$ cat config.mk
export PLATFORM = sky130hd
export DESIGN_NAME = mesh_core_assignment_table_core
export DESIGN_NICKNAME = d
export VERILOG_FILES = /design/src/rtl/core/mcat_pkg.sv /design/src/rtl/core/mcat_ram.sv /design/src/rtl/core/mesh_core_assignment_table_core.sv
export SDC_FILE = /design/constraint.sdc
export NUM_CORES = 1
export LEC_CHECK = 0
export ABC_AREA = 1
export BUFFER_PORTS_ARGS = -buffer_cell sky130_fd_sc_hd__buf_2
export CAP_MARGIN = 20
export CORE_MARGIN = 5
export CORE_UTILIZATION = 55
export CTS_CLUSTER_DIAMETER = 100
export CTS_CLUSTER_SIZE = 24
export DETAILED_ROUTE_END_ITERATION = 8
export PLACE_DENSITY = 0.72
export SETUP_SLACK_MARGIN = 0.1
export SYNTH_ARGS = -nofsm -noshare
export SYNTH_HDL_FRONTEND = slang
export SYNTH_SLANG_ARGS = --single-unit
$ cat constraint.sdc
create_clock -name i_clk -period 10.2 [get_ports i_clk]
set_input_delay 1.53 -clock i_clk [delete_from_list [all_inputs] [get_ports i_clk]]
set_output_delay 1.53 -clock i_clk [all_outputs]
set_load 0.05 [all_outputs]
$ cat src/rtl/core/mcat_pkg.sv
// Shared types and constants for the mesh core assignment table.
package mcat_pkg;

    // Field widths of the command and result transactions
    localparam int CMD_W    = 3;
    localparam int ROUTER_W = 6;
    localparam int CORE_W   = 6;
    localparam int LINE_W   = 3;
    localparam int CFG_W    = 4;

    // Command codes
    localparam logic [CMD_W-1:0] CMD_ASSIGN    = 3'd0;
    localparam logic [CMD_W-1:0] CMD_READ      = 3'd1;
    localparam logic [CMD_W-1:0] CMD_FIND      = 3'd2;
    localparam logic [CMD_W-1:0] CMD_CLEAR     = 3'd3;
    localparam logic [CMD_W-1:0] CMD_SWAP_ROWS = 3'd4;
    localparam logic [CMD_W-1:0] CMD_SWAP_COLS = 3'd5;

    // Configuration register indexes and reset value
    localparam logic CFG_MESH_ROWS = 1'b0;
    localparam logic CFG_MESH_COLS = 1'b1;
    localparam logic [CFG_W-1:0] CFG_LINES_RESET = 4'd8;

    typedef struct packed {
        logic [CMD_W-1:0]    command;
        logic [ROUTER_W-1:0] router_index;
        logic [CORE_W-1:0]   core_id;
        logic [LINE_W-1:0]   first_line;
        logic [LINE_W-1:0]   second_line;
    } t_cmd_in;

    typedef struct packed {
        logic                ok;
        logic                assigned;
        logic [CORE_W-1:0]   core_out;
        logic [ROUTER_W-1:0] found_router;
    } t_result;

endpackage

$ cat src/rtl/core/mcat_ram.sv
// Generic single-write, single-read RAM with registered read data.
module mcat_ram #(
    parameter int WIDTH = 8,
    parameter int DEPTH = 64,
    localparam int AW = (DEPTH > 1) ? $clog2(DEPTH) : 1
) (
    input  logic             i_clk,
    input  logic             i_we,
    input  logic [AW-1:0]    i_waddr,
    input  logic [WIDTH-1:0] i_wdata,
    input  logic [AW-1:0]    i_raddr,
    output logic [WIDTH-1:0] o_rdata
);

    logic [WIDTH-1:0] r_mem [DEPTH];
    logic [WIDTH-1:0] r_rdata;

    // Write port and registered read port
    always_ff @(posedge i_clk) begin
        if (i_we) begin
            r_mem[i_waddr] <= i_wdata;
        end
        r_rdata <= r_mem[i_raddr];
    end

    assign o_rdata = r_rdata;

endmodule

$ cat src/rtl/core/mesh_core_assignment_table_core.sv
// Mesh core assignment table: router-to-core table with command sequencer.
//
// One command is taken when start is high and busy is low; exactly one result
// follows, shown on o_result for a single cycle while o_valid is high, and the
// receiver must take it then. All table accesses go through one RAM with one
// write and one registered read port: assign and read fetch the entry from idle
// and act on it in an evaluate state, find checks one entry per cycle up to
// rows*cols entries and stops at the first hit, clear writes one entry per
// cycle across all MAX_ROWS*MAX_COLS entries, and a row or column swap reads
// both entries and writes both back for each exchanged pair. Rejected swaps,
// out-of-range reads or assigns and unused codes answer from idle. After reset
// the block clears all MAX_ROWS*MAX_COLS entries with busy high; configuration
// writes are taken at any time but should only be issued while busy is low.
module mesh_core_assignment_table_core #(
    parameter int MAX_ROWS  = 8,
    parameter int MAX_COLS  = 8,
    parameter int CORE_BITS = 6
) (
    input  logic                      i_clk,
    input  logic                      i_rst_n,
    input  logic                      start,
    output logic                      busy,
    input  mcat_pkg::t_cmd_in         i_cmd,
    output logic                      o_valid,
    output mcat_pkg::t_result         o_result,
    input  logic                      i_cfg_we,
    input  logic                      i_cfg_idx,
    input  logic [mcat_pkg::CFG_W-1:0] i_cfg_wdata
);

    localparam int DEPTH  = MAX_ROWS * MAX_COLS;
    localparam int IDX_W  = (DEPTH > 1) ? $clog2(DEPTH) : 1;
    localparam int CNT_W  = $clog2(DEPTH + 1);
    localparam int ROW_W  = $clog2(MAX_ROWS + 1);
    localparam int COL_W  = $clog2(MAX_COLS + 1);
    localparam int LIN_W  = (ROW_W > COL_W) ? ROW_W : COL_W;
    localparam int LCMP_W = (LIN_W > mcat_pkg::LINE_W) ? LIN_W : mcat_pkg::LINE_W;
    localparam int RCMP_W = (CNT_W > mcat_pkg::ROUTER_W) ? CNT_W : mcat_pkg::ROUTER_W;
    localparam int KCMP_W = (CORE_BITS > mcat_pkg::CORE_W) ? CORE_BITS : mcat_pkg::CORE_W;
    localparam int ENT_W  = CORE_BITS + 1;

    typedef enum logic [7:0] {
        S_IDLE = 8'b0000_0001,
        S_EVAL = 8'b0000_0010,
        S_FIND = 8'b0000_0100,
        S_CLR  = 8'b0000_1000,
        S_SWRA = 8'b0001_0000,
        S_SWRB = 8'b0010_0000,
        S_SWWA = 8'b0100_0000,
        S_SWWB = 8'b1000_0000
    } t_state;

    t_state                    r_state, n_state;
    mcat_pkg::t_cmd_in         r_in, n_in;
    mcat_pkg::t_result         r_res, n_res;
    logic                      r_valid, n_valid;
    logic                      r_init, n_init;
    logic [CNT_W-1:0]          r_idx, n_idx;
    logic                      r_chk, n_chk;
    logic [CNT_W-1:0]          r_chk_idx, n_chk_idx;
    logic [CNT_W-1:0]          r_addr_a, n_addr_a;
    logic [CNT_W-1:0]          r_addr_b, n_addr_b;
    logic [CNT_W-1:0]          r_step, n_step;
    logic [LIN_W-1:0]          r_left, n_left;
    logic [ENT_W-1:0]          r_hold, n_hold;
    logic [mcat_pkg::CFG_W-1:0] r_mesh_rows, n_mesh_rows;
    logic [mcat_pkg::CFG_W-1:0] r_mesh_cols, n_mesh_cols;

    logic [ROW_W-1:0] w_rows;
    logic [COL_W-1:0] w_cols;
    logic [CNT_W-1:0] w_count;
    logic             w_rows_ok;
    logic             w_cols_ok;
    logic             w_we;
    logic [IDX_W-1:0] w_waddr;
    logic [ENT_W-1:0] w_wdata;
    logic [IDX_W-1:0] w_raddr;
    logic [ENT_W-1:0] w_rdata;

    // Clamp the configured mesh size into 1..MAX
    always_comb begin
        if (r_mesh_rows == '0) begin
            w_rows = ROW_W'(1);
        end else if (8'(r_mesh_rows) > 8'(MAX_ROWS)) begin
            w_rows = ROW_W'(MAX_ROWS);
        end else begin
            w_rows = ROW_W'(r_mesh_rows);
        end
        if (r_mesh_cols == '0) begin
            w_cols = COL_W'(1);
        end else if (8'(r_mesh_cols) > 8'(MAX_COLS)) begin
            w_cols = COL_W'(MAX_COLS);
        end else begin
            w_cols = COL_W'(r_mesh_cols);
        end
        w_count = CNT_W'(CNT_W'(w_rows) * CNT_W'(w_cols));
    end

    // Check swap line numbers against the line counts
    assign w_rows_ok = (LCMP_W'(i_cmd.first_line) < LCMP_W'(w_rows))
                    && (LCMP_W'(i_cmd.second_line) < LCMP_W'(w_rows))
                    && (i_cmd.first_line != i_cmd.second_line);
    assign w_cols_ok = (LCMP_W'(i_cmd.first_line) < LCMP_W'(w_cols))
                    && (LCMP_W'(i_cmd.second_line) < LCMP_W'(w_cols))
                    && (i_cmd.first_line != i_cmd.second_line);

    // Sequence table accesses for each command
    always_comb begin
        n_state     = r_state;
        n_in        = r_in;
        n_res       = r_res;
        n_valid     = 1'b0;
        n_init      = r_init;
        n_idx       = r_idx;
        n_chk       = r_chk;
        n_chk_idx   = r_chk_idx;
        n_addr_a    = r_addr_a;
        n_addr_b    = r_addr_b;
        n_step      = r_step;
        n_left      = r_left;
        n_hold      = r_hold;
        n_mesh_rows = r_mesh_rows;
        n_mesh_cols = r_mesh_cols;
        w_we        = 1'b0;
        w_waddr     = IDX_W'(r_idx);
        w_wdata     = '0;
        w_raddr     = IDX_W'(r_idx);

        unique case (r_state)
            S_IDLE: begin
                w_raddr = IDX_W'(i_cmd.router_index);
                if (start) begin
                    n_in  = i_cmd;
                    n_res = '0;
                    unique case (i_cmd.command) inside
                        mcat_pkg::CMD_ASSIGN, mcat_pkg::CMD_READ: begin
                            if (RCMP_W'(i_cmd.router_index) < RCMP_W'(w_count)) begin
                                n_state = S_EVAL;
                            end else begin
                                n_valid = 1'b1;
                            end
                        end
                        mcat_pkg::CMD_FIND: begin
                            n_idx   = '0;
                            n_chk   = 1'b0;
                            n_state = S_FIND;
                        end
                        mcat_pkg::CMD_CLEAR: begin
                            n_idx   = '0;
                            n_init  = 1'b0;
                            n_state = S_CLR;
                        end
                        mcat_pkg::CMD_SWAP_ROWS: begin
                            if (w_rows_ok) begin
                                n_addr_a = CNT_W'(CNT_W'(i_cmd.first_line) * CNT_W'(w_cols));
                                n_addr_b = CNT_W'(CNT_W'(i_cmd.second_line) * CNT_W'(w_cols));
                                n_step   = CNT_W'(1);
                                n_left   = LIN_W'(w_cols);
                                n_state  = S_SWRA;
                            end else begin
                                n_valid = 1'b1;
                            end
                        end
                        mcat_pkg::CMD_SWAP_COLS: begin
                            if (w_cols_ok) begin
                                n_addr_a = CNT_W'(i_cmd.first_line);
                                n_addr_b = CNT_W'(i_cmd.second_line);
                                n_step   = CNT_W'(w_cols);
                                n_left   = LIN_W'(w_rows);
                                n_state  = S_SWRA;
                            end else begin
                                n_valid = 1'b1;
                            end
                        end
                        default: begin
                            n_valid = 1'b1;
                        end
                    endcase
                end
            end
            S_EVAL: begin
                // Entry at router_index is on the read port now
                if (r_in.command == mcat_pkg::CMD_ASSIGN) begin
                    if (!w_rdata[CORE_BITS]) begin
                        w_we     = 1'b1;
                        w_waddr  = IDX_W'(r_in.router_index);
                        w_wdata  = {1'b1, CORE_BITS'(r_in.core_id)};
                        n_res.ok = 1'b1;
                    end
                end else begin
                    n_res.ok       = 1'b1;
                    n_res.assigned = w_rdata[CORE_BITS];
                    if (w_rdata[CORE_BITS]) begin
                        n_res.core_out = mcat_pkg::CORE_W'(w_rdata[CORE_BITS-1:0]);
                    end
                end
                n_valid = 1'b1;
                n_state = S_IDLE;
            end
            S_FIND: begin
                // Issue one read per cycle, check the one issued last cycle
                w_raddr = IDX_W'(r_idx);
                if (r_chk && w_rdata[CORE_BITS]
                        && (KCMP_W'(w_rdata[CORE_BITS-1:0]) == KCMP_W'(r_in.core_id))) begin
                    n_res.ok           = 1'b1;
                    n_res.found_router = mcat_pkg::ROUTER_W'(r_chk_idx);
                    n_valid            = 1'b1;
                    n_state            = S_IDLE;
                end else if (r_idx < w_count) begin
                    n_chk     = 1'b1;
                    n_chk_idx = r_idx;
                    n_idx     = r_idx + CNT_W'(1);
                end else if (!r_chk) begin
                    n_valid = 1'b1;
                    n_state = S_IDLE;
                end else begin
                    n_chk = 1'b0;
                end
            end
            S_CLR: begin
                // Sweep the whole table to unassigned
                w_we    = 1'b1;
                w_waddr = IDX_W'(r_idx);
                w_wdata = '0;
                if (r_idx == CNT_W'(DEPTH - 1)) begin
                    n_state = S_IDLE;
                    if (!r_init) begin
                        n_res.ok = 1'b1;
                        n_valid  = 1'b1;
                    end
                    n_init = 1'b0;
                end else begin
                    n_idx = r_idx + CNT_W'(1);
                end
            end
            S_SWRA: begin
                w_raddr = IDX_W'(r_addr_a);
                n_state = S_SWRB;
            end
            S_SWRB: begin
                w_raddr = IDX_W'(r_addr_b);
                n_hold  = w_rdata;
                n_state = S_SWWA;
            end
            S_SWWA: begin
                w_we    = 1'b1;
                w_waddr = IDX_W'(r_addr_a);
                w_wdata = w_rdata;
                n_state = S_SWWB;
            end
            S_SWWB: begin
                w_we    = 1'b1;
                w_waddr = IDX_W'(r_addr_b);
                w_wdata = r_hold;
                if (r_left == LIN_W'(1)) begin
                    n_res.ok = 1'b1;
                    n_valid  = 1'b1;
                    n_state  = S_IDLE;
                end else begin
                    n_left   = r_left - LIN_W'(1);
                    n_addr_a = r_addr_a + r_step;
                    n_addr_b = r_addr_b + r_step;
                    n_state  = S_SWRA;
                end
            end
            default: begin
                n_state = S_IDLE;
            end
        endcase

        // Take configuration writes
        if (i_cfg_we) begin
            unique case (i_cfg_idx)
                mcat_pkg::CFG_MESH_ROWS: n_mesh_rows = i_cfg_wdata;
                mcat_pkg::CFG_MESH_COLS: n_mesh_cols = i_cfg_wdata;
                default: ;
            endcase
        end
    end

    // Advance control and hold payload
    always_ff @(posedge i_clk) begin
        if (!i_rst_n) begin
            r_state     <= S_CLR;
            r_init      <= 1'b1;
            r_idx       <= '0;
            r_chk       <= 1'b0;
            r_valid     <= 1'b0;
            r_mesh_rows <= mcat_pkg::CFG_LINES_RESET;
            r_mesh_cols <= mcat_pkg::CFG_LINES_RESET;
        end else begin
            r_state     <= n_state;
            r_init      <= n_init;
            r_idx       <= n_idx;
            r_chk       <= n_chk;
            r_valid     <= n_valid;
            r_mesh_rows <= n_mesh_rows;
            r_mesh_cols <= n_mesh_cols;
        end
        r_in      <= n_in;
        r_res     <= n_res;
        r_chk_idx <= n_chk_idx;
        r_addr_a  <= n_addr_a;
        r_addr_b  <= n_addr_b;
        r_step    <= n_step;
        r_left    <= n_left;
        r_hold    <= n_hold;
    end

    mcat_ram #(
        .WIDTH (ENT_W),
        .DEPTH (DEPTH)
    ) u_table (
        .i_clk   (i_clk),
        .i_we    (w_we),
        .i_waddr (w_waddr),
        .i_wdata (w_wdata),
        .i_raddr (w_raddr),
        .o_rdata (w_rdata)
    );

    assign busy     = (r_state != S_IDLE);
    assign o_valid  = r_valid;
    assign o_result = r_res;

endmodule

# --- Word level (Yosys, flattened, before mapping) ---
# Memory sizes are Yosys's and may differ from the RTL's. A register that Yosys moved wholly into a read port is not among the register bits.
# Cells that the tools add are included.
totals:
  word_cells: 202
  mem_count: 1
  regBits: 93
  mem_bits_rw: 448
  rom_bits: 0
  latch_bits: 0
  inputBits: 30
  out_inout_bits: 16
op_classes:
  n_div: 0
  n_shift: 0
  eq_ne: 42
  n_mux: 88
  n_addsub: 4
  multipliers: 3
  n_reduce_logical: 34
  order_cmp: 8
  n_bitwise: 2
mem_list:
  columns: ["memory", "words", "width", "rd", "rd_ports_with_merged_regs", "wr", "line", "source"]
  rows:
  - ["u_table.r_mem", 64, 7, 1, 1, 1, "mcat_ram.sv:15", "logic [WIDTH-1:0] r_mem [DEPTH];"]
op_table:
  columns: ["cell", "n"]
  rows:
  - ["2-to-1 mux 7 bit", 18]
  - ["case mux 7 bit (2 select lines)", 6]
  - ["2-to-1 mux 8 bit", 8]
  - ["case mux 8 bit (7 select lines)", 1]
  - ["case mux 7 bit (3 select lines)", 2]
  - ["case mux 8 bit (5 select lines)", 1]
  - ["case mux 6 bit (3 select lines)", 2]
  - ["2-to-1 mux 4 bit", 8]
  - ["inequality test 2 bit (second input constant)", 15]
  - ["2-to-1 mux 1 bit", 27]
  - ["2-to-1 mux 6 bit", 4]
  - ["inequality test 3 bit (second input constant)", 7]
  - ["less-than comparator 3 x 4 -> 1 bit", 4]
  - ["case mux 4 bit (2 select lines)", 2]
  - ["adder 7 bit", 2]
  - ["multiplier 3 x 4 -> 7 bit", 2]
  - ["2-to-1 mux 14 bit", 1]
  - ["case mux 6 bit (2 select lines)", 1]
  - ["AND reduction 4 bit", 3]
  - ["AND reduction 6 bit", 2]
  - ["case mux 1 bit (5 select lines)", 2]
  - ["nonzero test 2 bit", 5]
  - ["AND reduction 3 bit", 3]
  - ["== test 8 x 1 -> 1 bit (second input constant)", 1]
  - ["38 further kinds", 54]

# --- Depth between registers and ports, before layout ---
# Gate-level depths: netlist (run 1).
depth:
  word_depth: 10
  ltp_mapped: 23
  mapped_depth_nobuf: 23

# --- Cells and area by module ---
# A second synthesis (run 1) with hierarchy kept.
unflattened:
  cells_unflattened: 2349
  area_unflattened_um2: 24777.5
by_module_without_submodules:
  columns: ["mod", "area_each_um2", "seq_area_each_um2", "cells_each", "instances"]
  rows:
  - ["mcat_ram", 18591.6, 13593.0, 1607, 1]
  - ["mesh_core_assignment_table_core", 6185.9, 2382.3, 742, 1]

# --- Worst setup path after synthesis (run 1) ---
# No wires, ideal clock.
synth_path:
  path_kind: "reg-to-reg"
  startpoint: "register r_mesh_cols[3] (netlist name)"
  endpoint: "register r_addr_a[0] (enable)"
  path_stages_with_launch: 19
  period_less_slack_ns: 4.599
  arrival_ns: 4.211
  path_slack_ns: 5.601
  setup_time_ns: 0.388
  path_cell_list: "dfxtp_1 -> clkbuf_1 -> nor2_1 -> nand2_1 -> fa_1 -> inv_1 -> fa_1 -> fa_1 -> xnor2_1 -> ha_1 -> a21oi_1 -> nand2_1 -> inv_1 -> nand2_1 -> nand2_1 -> nand4_1 -> nand2_1 -> nand2_1 -> nor2_1"
synth_between:
  elab_chain_cells: 8
  word_cells_on_any_way: 10
synth_lines:
  columns: ["item", "line", "source"]
  rows:
  - ["start: declaration", "mesh_core_assignment_table_core.sv:67", "logic [mcat_pkg::CFG_W-1:0] r_mesh_cols, n_mesh_cols;"]
  - ["start signal: assignment", "mesh_core_assignment_table_core.sv:290", "r_mesh_cols <= mcat_pkg::CFG_LINES_RESET;"]
  - ["start signal: assignment", "mesh_core_assignment_table_core.sv:298", "r_mesh_cols <= n_mesh_cols;"]
  - ["> comparator 4 bit", "mesh_core_assignment_table_core.sv:91", "end else if (8'(r_mesh_cols) > 8'(MAX_COLS)) begin"]
  - ["2-to-1 mux 4 bit", "mesh_core_assignment_table_core.sv:91", null]
  - ["2-to-1 mux 4 bit *", "mesh_core_assignment_table_core.sv:89", "if (r_mesh_cols == '0) begin"]
  - ["named net w_cols[2]", "mesh_core_assignment_table_core.sv:70", "logic [COL_W-1:0] w_cols;"]
  - ["less-than comparator 3 x 4 -> 1 bit (on tied branches)", "mesh_core_assignment_table_core.sv:103, mesh_core_assignment_table_core.sv:104", null]
  - ["logical AND 1 bit *", "mesh_core_assignment_table_core.sv:104", "&& (LCMP_W'(i_cmd.second_line) < LCMP_W'(w_cols))"]
  - ["logical AND 1 bit *", "mesh_core_assignment_table_core.sv:105", "&& (i_cmd.first_line != i_cmd.second_line);"]
  - ["inequality test 3 bit (no source line) *", null, null]
  - ["AND reduction 6 bit (no source line) *", null, null]
  - ["end signal: assignment", "mesh_core_assignment_table_core.sv:303", "r_addr_a <= n_addr_a;"]
  - ["end: declaration", "mesh_core_assignment_table_core.sv:61", "logic [CNT_W-1:0] r_addr_a, n_addr_a;"]
# The timed path passes the listed nets; every way through them passes the cells marked *.
# A chain may end at the register's enable or synchronous reset.

# --- Worst setup path in the final report (run 1) ---
layout_path:
  startpoint: "register r_mesh_cols[3] (netlist name)"
  endpoint: "register r_addr_a[3] (enable)"
# Same word-level chain as after synthesis.

==> results of run 1 <==
cells in the mapped netlist (all sizes together), types with 11 or more instances:
| cell | n |
|---|---|
| nor3 | 22 |
| nand2 | 420 |
| edfxtp | 510 |
| fa | 12 |
| nor2 | 154 |
| nand3b | 154 |
| nand3 | 501 |
| dfxtp | 33 |
| nand4 | 16 |
| xor2 | 14 |
| clkbuf | 36 |
| inv | 411 |
| o21ai | 31 |
| buf | 85 |
| ha | 52 |
| o211ai | 11 |
| a21oi | 41 |
metrics by stage:
stage	total power, mW	worst slack (ns)	util, %
after floorplan	4.51	5.60	-
after CTS	6.38	5.53	59.1
final	6.41	5.48	59.2
after detailed placement	5.20	5.55	57.4
after global placement	5.15	5.69	57.4
after global routing	6.77	5.13	59.2
flip-flops by register name (all words and copies together) (netlist names), 6 cells and up:
name	flops
o_result	14
r_addr_a	6
r_addr_b	6
r_chk_idx	6
r_hold	7
r_idx	7
r_in	15
r_state	8
u_table.o_rdata	7
u_table.r_mem	448
how the worst max path moves through the flow:
| stage | from | endpoint | slack, ns | cells past startpoint |
|---|---|---|---|---|
| after global routing | r_mesh_cols[3] | r_addr_b[1] | 5.13 | 20 |
| after CTS | r_mesh_cols[3] | r_addr_a[1] | 5.53 | 21 |
| after detailed placement | r_mesh_cols[3] | r_addr_a[4] | 5.55 | 21 |
| after floorplan | r_mesh_cols[3] | r_addr_a[0] | 5.60 | 18 |
| after global placement | r_mesh_cols[3] | r_addr_a[4] | 5.69 | 21 |
| final | r_mesh_cols[3] | r_addr_a[3] | 5.48 | 21 |
power by group through the flow:
stage          combinational [mW]  sequential (mW)  clock, mW
2_1_floorplan                1.88             2.62          0
3_3_place_gp                 2.55             2.61          0
3_5_place_dp                 2.60             2.61          0
4_1_cts                      2.61             2.56       1.21
5_1_grt                      2.91             2.57       1.29
6_report                     2.65             2.56       1.19
cell type report:
type	count	area share, %
clock buffer	45	2.69
tap	607	2.74
clock inverter	4	0.154
sequential	543	57.7
timing repair buffer	75	1.68
multi-input combinational	1486	29.4
inverter	416	5.65
critical path, cell delays in order (launching register included):
cell and delay, ns:
sky130_fd_sc_hd__dfxtp_1 0.45, sky130_fd_sc_hd__nor2_1 0.42, sky130_fd_sc_hd__clkinv_1 0.39, sky130_fd_sc_hd__nor2_1 0.19
sky130_fd_sc_hd__ha_1 0.25, sky130_fd_sc_hd__ha_1 0.30, sky130_fd_sc_hd__ha_1 0.21, sky130_fd_sc_hd__fa_1 0.46
sky130_fd_sc_hd__nand2_1 0.08, sky130_fd_sc_hd__nand2_1 0.05, sky130_fd_sc_hd__a21oi_1 0.15, sky130_fd_sc_hd__xor2_1 0.22
sky130_fd_sc_hd__ha_1 0.26, sky130_fd_sc_hd__o21ai_0 0.07, sky130_fd_sc_hd__inv_1 0.06, sky130_fd_sc_hd__nand2_1 0.08
sky130_fd_sc_hd__nand3_1 0.13, sky130_fd_sc_hd__nand2_1 0.10, sky130_fd_sc_hd__clkinv_1 0.19, sky130_fd_sc_hd__nand2_1 0.15
sky130_fd_sc_hd__nor2_1 0.05, sky130_fd_sc_hd__buf_4 0.20
metal layers:
metal	vias up	share of wire, %
met5	-	0
met4	0	3.6
met3	147	9.7
met2	905	46
met1	8886	41
li1	8655	-
logic make-up after synthesis:
group	synth area share, %
buffers and inverters	8.11
flip-flops	61.2
AO/OA/AOI/OAI	2.98
AND/OR/NAND/NOR	23.6
XOR/XNOR	0.771
adder cells (fa/ha/maj)	3.41
==> run_results.csv, run 1 <==
group,metric,value,unit
clock_network,number_of_clock_sinks_seen_by_cts,543,
clock_network,cts.path.max_buffers,3,
global_route,grt.met2_usage,39.4,%
routing,drtIter0Drc,2219,
placed_design,buffer_ports.inserted,45,
cells_and_area,layout-drive-gt1-share,5.29,%
clock_network,cts_setup_buffers,0,
routing,routed-via-count,18600,
timing,setup-violations-final,0,
logic_synthesis,netlist_area,26100,um2
clock_network,clk_latency,0.61,ns
cells_and_area,regArea,16000,um2
logic_synthesis,synth_sequential_area_ratio,61.2,%
logic_synthesis,postSynthCellCount,2566,
logic_synthesis,synth_area_leaders,"sky130_fd_sc_hd__edfxtp_1, sky130_fd_sc_hd__nand3_1, sky130_fd_sc_hd__nand2_1",
worst_setup_path,worstPathArrival,5.07,ns
logic_synthesis,number_of_enable_flip_flop_cells_after_synthesis,510,
logic_synthesis,ys_dominant_reg_cell,"sky130_fd_sc_hd__edfxtp_1",
hold_path,holdCritStartpoint,"r_mesh_rows[0]",
die,std_cell_rows,79,
power_and_ir_drop,static-leakage-power,11.5,nW
die,fp.coreArea,46800,um2
timing,max_slew_headroom,15.4,%
worst_setup_path,timing.critical_path.required,10.55,ns
power_and_ir_drop,power.share.switching,40.8,%
clock_network,cts_hold_buf,0,
timing,fin_crit,4.72,ns
clock_network,tritoncts_clock_tree,"built",
power_and_ir_drop,p_sw,2.62,mW
die,die_width,228,um
clock_network,ctsResizeCount,0,
global_route,grtUsageTotal,24.3,%
die,die_area,51900,um2
routing,postRouteWirelength,64900,um
clock_network,clock_tree.root_cell,"sky130_fd_sc_hd__clkbuf_16",
placed_design,dp_hpwl,40800,um
global_route,use_met3,4.97,%
hold_path,hold_path_class,"reg2reg",
timing,tightest_slew,1.27,ns
placed_design,final_wtd_congestion,0.914,
global_route,grt_pass1_wl,101000,um
global_route,via_count_of_the_first_global_routing_pass,18100,
worst_setup_path,worst_r2r_startpoint,"r_mesh_cols[3]",
logic_synthesis,synth.avg_cell_area,10.2,um2
global_route,gr-usage-met1,33.3,%
cells_and_area,finish.cell_count_without_fillers,3176,
timing,maxSlewViolCount,0,
routing,drt_pass_1_iters,5,
hold_path,hold_path_depth,2,
worst_setup_path,worst-setup-path-type,"reg2reg",
clock_network,cts.reportedPaths.clkPinSlew,0.09,ns
logic_synthesis,synthesis.yosys.warnings,0,
timing,setup_tns,0,ns
routing,routed_via_density,5.85,
cells_and_area,layout.filler_cells,3858,
logic_synthesis,synthesis.nets,2660,
cells_and_area,antennaDiodeCount,0,
logic_synthesis,post-synth-top-area-cell,"sky130_fd_sc_hd__edfxtp_1",
logic_synthesis,synth_cell_type_count,51,
cells_and_area,area_of_all_placed_cells_without_fillers,27700,um2
global_route,gr-total-overflow,0,
power_and_ir_drop,vdd_ir_drop_max,0.000288,V
timing,worst_hold_slack_after_final_layout,0.475,ns
placed_design,dp.cells,3124,
logic_synthesis,synth_async_reset_ratio,0,%
cells_and_area,areaGrowthSynthToFinish,5.95,%
worst_setup_path,r2r-end,"r_addr_a[3]",
cells_and_area,nets,2643,
routing,drt-wirelength-per-cell,20.4,um
status,outcome,"complete, no violations",
timing,clock_skew_after_layout,0.0382,ns
worst_setup_path,critical_path.max_fanout,16,
timing,timing_hold_violations_final,0,
timing,rsz0062_at_grt,"false",
power_and_ir_drop,cellPowerDensity,232,nW/um2
die,floorplan.initialDensity,55.9,%
power_and_ir_drop,p_clk_share,18.6,%
die,die_h,228,um
clock_network,cts_htree_levels,1,
flow_run,cap_violations,0,
power_and_ir_drop,power_report.internal_total,3.79,mW
worst_setup_path,r2r_setup_slack,5.48,ns
routing,post-route-drc-count,0,
cells_and_area,multi_input_area,8120,um2
power_and_ir_drop,pwr-share-seq,40.0,%
global_route,grt_start_max_net_pins,226,
hold_path,timing.hold.worst_endpoint,"r_mesh_rows[0]",
global_route,antenna_found_initial,0,
cells_and_area,final_common_cell,"sky130_fd_sc_hd__edfxtp_1",
clock_network,cts_inserted_buffers,27,
die,number_of_top_level_pins,46,
global_route,grt-busiest-layer,"met2",
worst_setup_path,crit_path_end_kind,"flop",
routing,antenna_left,0,
power_and_ir_drop,comb_power_share,41.4,%
timing,max_clock_freq,212,MHz
placed_design,dpl_cell_area,26800,um2
logic_synthesis,synth_top_area_share,58.6,%
worst_setup_path,critical_path.startpoint_type,"flop",
logic_synthesis,register_bit_count_reported_by_yosys,543,
worst_setup_path,ff2ff_path_depth,21,
cells_and_area,layout_common_cells,"sky130_fd_sc_hd__edfxtp_1, sky130_fd_sc_hd__nand3_1, sky130_fd_sc_hd__nand2_1",
timing,final.period_utilization,46.3,%
No activity file was read; power rests on OpenSTA's default activity.
==> inputs of run 2 (changes only) <==
--- a/config.mk
+++ b/config.mk
@@ -5,7 +5,7 @@
 export SDC_FILE = /design/constraint.sdc
 export NUM_CORES = 1
 export LEC_CHECK = 0
-export ABC_AREA = 1
+export ABC_AREA = 0
 export BUFFER_PORTS_ARGS = -buffer_cell sky130_fd_sc_hd__buf_2
 export CAP_MARGIN = 20
 export CORE_MARGIN = 5
==> constraint.sdc (replaced) <==
create_clock -name i_clk -period 4.4 [get_ports i_clk]
set_input_delay 0.66 -clock i_clk [delete_from_list [all_inputs] [get_ports i_clk]]
set_output_delay 0.66 -clock i_clk [all_outputs]
set_load 0.05 [all_outputs]
==> run 2 against run 1 <==
Against the previous run: highest routed layer unchanged; synthesized cell count is 21% lower; the run now ends with setup timing left; critical path type unchanged; global-route usage up 0.32 points; combinational power shrank 11%; register-to-register slack lost 5.5 ns; largest cell class unchanged; non-clock buffer count grew 92; via count is 9.1% lower; first-iteration DRC count is 12% higher.
==> run_results.csv, run 2 <==
group,metric,value,unit
status,outcome,"finished with violations",
status,violated_checks,"setup timing",
die,number_of_top_level_pins,46,
die,die_width,221,um
die,floorplan.initialDensity,55.5,%
clock_network,clock_tree.root_cell,"sky130_fd_sc_hd__clkbuf_16",
hold_path,hold_path_class,"in2reg",
global_route,via_count_of_the_first_global_routing_pass,15900,
routing,drt_pass_1_iters,5,
routing,post-route-drc-count,0,
routing,routed-via-count,16900,
logic_synthesis,synth_cell_type_count,77,
cells_and_area,areaGrowthSynthToFinish,10.4,%
timing,clock_skew_after_layout,0.0217,ns
worst_setup_path,critical-path-top-delay-family,"adder cells",
placed_design,dp_hpwl,40900,um
worst_setup_path,worst-setup-path-type,"reg2reg",
logic_synthesis,netlist_area,24600,um2
routing,drt-wirelength-per-cell,22.9,um
cells_and_area,largest-register,"u_table.r_mem",
cells_and_area,layout-drive-gt1-share,12.9,%
worst_setup_path,timing.critical_path.required,4.94,ns
cells_and_area,largest_reg_flops,448,
placed_design,final_wtd_congestion,0.911,
timing,timing_hold_violations_final,0,
clock_network,cts_inserted_buffers,27,
timing,rsz0062_at_grt,"true",
worst_setup_path,slowest_stage,"sky130_fd_sc_hd__fa_1",
logic_synthesis,synth_async_reset_ratio,0,%
timing,max_slew_headroom,18.7,%
worst_setup_path,crit_chain,"o21ba_4 > or3_4 > fa_1 > inv_1 > fa_1 > fa_2 > a21o_1 > a21oi_2 > xnor2_2 > ha_4 > o2111ai_2 > a21oi_2 > buf_4 > o31ai_4 > a21boi_4 > buf_4 > or4_4 > a21oi_2",
worst_setup_path,crit_path_end_kind,"flop",
timing,setup-violations-final,7,
logic_synthesis,synth_area_leaders,"sky130_fd_sc_hd__edfxtp_1, sky130_fd_sc_hd__nand2_1, sky130_fd_sc_hd__nand3_1",
cells_and_area,layout_common_cells,"sky130_fd_sc_hd__edfxtp_1, sky130_fd_sc_hd__nand2_1, sky130_fd_sc_hd__nand3_1",
placed_design,buffer_ports.inserted,45,
die,fp.coreArea,44200,um2
worst_setup_path,delay_of_the_slowest_cell_on_the_worst_path,0.48,ns
cells_and_area,finish.utilization,61.3,%
routing,drtIter0Drc,2479,
routing,routed_via_density,6.19,
logic_synthesis,number_of_enable_flip_flop_cells_after_synthesis,510,
routing,antenna_left,0,
power_and_ir_drop,vdd_ir_drop_max,0.000388,V
worst_setup_path,sum_of_buffers_and_inverters_on_the_critical_path,3,
clock_network,cts.reportedPaths.clkPinSlew,0.10,ns
logic_synthesis,synthMostInstantiatedCell,"sky130_fd_sc_hd__edfxtp_1",
logic_synthesis,synth.avg_cell_area,12.1,um2
timing,maxSlewViolCount,0,
cells_and_area,antennaDiodeCount,0,
die,die_area,49000,um2
logic_synthesis,postSynthCellCount,2036,
worst_setup_path,critical_path.startpoint_type,"flop",
worst_setup_path,crit_path_frequent_cell,"sky130_fd_sc_hd__a21oi_2",
clock_network,clk_latency,0.61,ns
clock_network,number_of_clock_sinks_seen_by_cts,543,
global_route,antenna_found_initial,2,
logic_synthesis,ys_dominant_reg_cell,"sky130_fd_sc_hd__edfxtp_1",
timing,tightest_slew,1.21,ns
global_route,gr-total-overflow,0,
power_and_ir_drop,design_power_total,11.0,mW
worst_setup_path,critical_path.max_fanout,6,
global_route,grt_start_max_net_pins,82,
timing,final.period_utilization,102,%
die,std_cell_rows,77,
worst_setup_path,worstPathArrival,5.01,ns
global_route,grtUsageTotal,24.6,%
flow_run,cap_violations,0,
logic_synthesis,synthesis.yosys.warnings,0,
logic_synthesis,register_bit_count_reported_by_yosys,543,
logic_synthesis,ys_top_cells_by_count,"sky130_fd_sc_hd__edfxtp_1, sky130_fd_sc_hd__nand2_1, sky130_fd_sc_hd__nand3_1",
logic_synthesis,synth_sequential_area_ratio,65.0,%
logic_synthesis,synth_top_area_share,62.4,%
logic_synthesis,post-synth-top-area-cell,"sky130_fd_sc_hd__edfxtp_1",
die,die_h,221,um
clock_network,cts.path.max_buffers,3,
cells_and_area,nets,2214,
timing,max_clock_freq,224,MHz
clock_network,cts_htree_levels,1,
timing,fin_crit,4.47,ns
clock_network,tritoncts_clock_tree,"built",
timing,fin_ws,-0.0707,ns
logic_synthesis,synthesis.nets,2130,
placed_design,pre_cts_slack,-0.248,ns
power_and_ir_drop,cellPowerDensity,405,nW/um2
routing,postRouteWirelength,62700,um
timing,worst_hold_slack_after_final_layout,0.227,ns
global_route,grt_pass1_wl,95200,um
cells_and_area,final_common_cell,"sky130_fd_sc_hd__edfxtp_1",
power_and_ir_drop,static-leakage-power,9.92,nW
run 2: cell types whose count changed in the layout (fill, tap and decap cells not counted), sizes merged, moves of 25 or more:
cell     before  now
and2          0   25
buf          73  167
inv         413   69
mux2          0   25
mux2i         0   35
nand3       501  190
nand3b      154   23
nor2        154  118
o2111ai       2   40
run 2: area by class of cell:
cell class / count / area (um2)
timing repair buffer: 167 / 1220
clock inverter: 4 / 63.8
sequential: 543 / 16000
tap: 592 / 741
multi-input combinational: 1314 / 8100
fill: 3356 / 17100
inverter: 67 / 251
clock buffer: 46 / 747
run 2: worst paths after layout:
| check | from | end | slack (ns) | depth (start not counted) |
|---|---|---|---|---|
| setup / recovery | r_mesh_rows[1] | r_idx[4] | -0.07 | 18 |
| hold / removal | i_cmd[7] | r_in[7] | 0.23 | 1 |
| setup reg to reg | r_mesh_rows[1] | r_idx[4] | -0.07 | 18 |
| hold reg to reg | r_mesh_cols[0] | r_mesh_cols[0] | 0.48 | 2 |
run 2: power breakdown:
part | internal (mW) | switching [mW]
sequential | 5.71 | 0.0990
combinational | 0.694 | 1.67
clock | 1.19 | 1.61
total | 7.60 | 3.39
run 2: per-layer routing:
metal / up-vias / global-route usage [%] / part of all wire, %
met4: 0 / 5.50 / 2.5
met1: 8291 / 36.5 / 41
met2: 816 / 38.8 / 46
met3: 114 / 3.99 / 10
li1: 7687 / - / -
met5: - / 0 / 0
run 2: worst reg2reg max path, cell delays in order, from the launching register on:
cell and delay [ns]:
sky130_fd_sc_hd__dfxtp_2 0.35, sky130_fd_sc_hd__o21ba_4 0.22, sky130_fd_sc_hd__or3_4 0.33, sky130_fd_sc_hd__fa_1 0.48, sky130_fd_sc_hd__inv_1 0.05, sky130_fd_sc_hd__fa_1 0.48
sky130_fd_sc_hd__fa_2 0.39, sky130_fd_sc_hd__a21o_1 0.18, sky130_fd_sc_hd__a21oi_2 0.18, sky130_fd_sc_hd__xnor2_2 0.16, sky130_fd_sc_hd__ha_4 0.24, sky130_fd_sc_hd__o2111ai_2 0.07
sky130_fd_sc_hd__a21oi_2 0.06, sky130_fd_sc_hd__buf_4 0.16, sky130_fd_sc_hd__o31ai_4 0.27, sky130_fd_sc_hd__a21boi_4 0.13, sky130_fd_sc_hd__buf_4 0.15, sky130_fd_sc_hd__or4_4 0.41
sky130_fd_sc_hd__a21oi_2 0.12
run 2: repair_timing:
item	CTS	global route
hold buffers	0	0
setup buffers	7	6
endpoints found under the hold margin	0	0
pin swaps	12	8
gates resized for setup	17	19
endpoints found under the setup margin	22	20
run 2: kinds of logic after synthesis:
group / share of synthesized area (%)
mux: 2.57
xor+xnor: 1.11
compound gates: 7.97
flops: 65.0
fa+ha+maj: 3.63
buf+inv: 2.90
simple gates: 16.8
run 2: metrics by stage:
stage	instance area, um2	instances	setup TNS, ns
finish	27100	2733	-0.203
global route	27100	2733	-1.74
CTS	27000	2726	-0.0938
detailed placement	26000	2670	-2.26
global placement	26000	2670	-0.113
floorplan	24600	2036	-0.0488
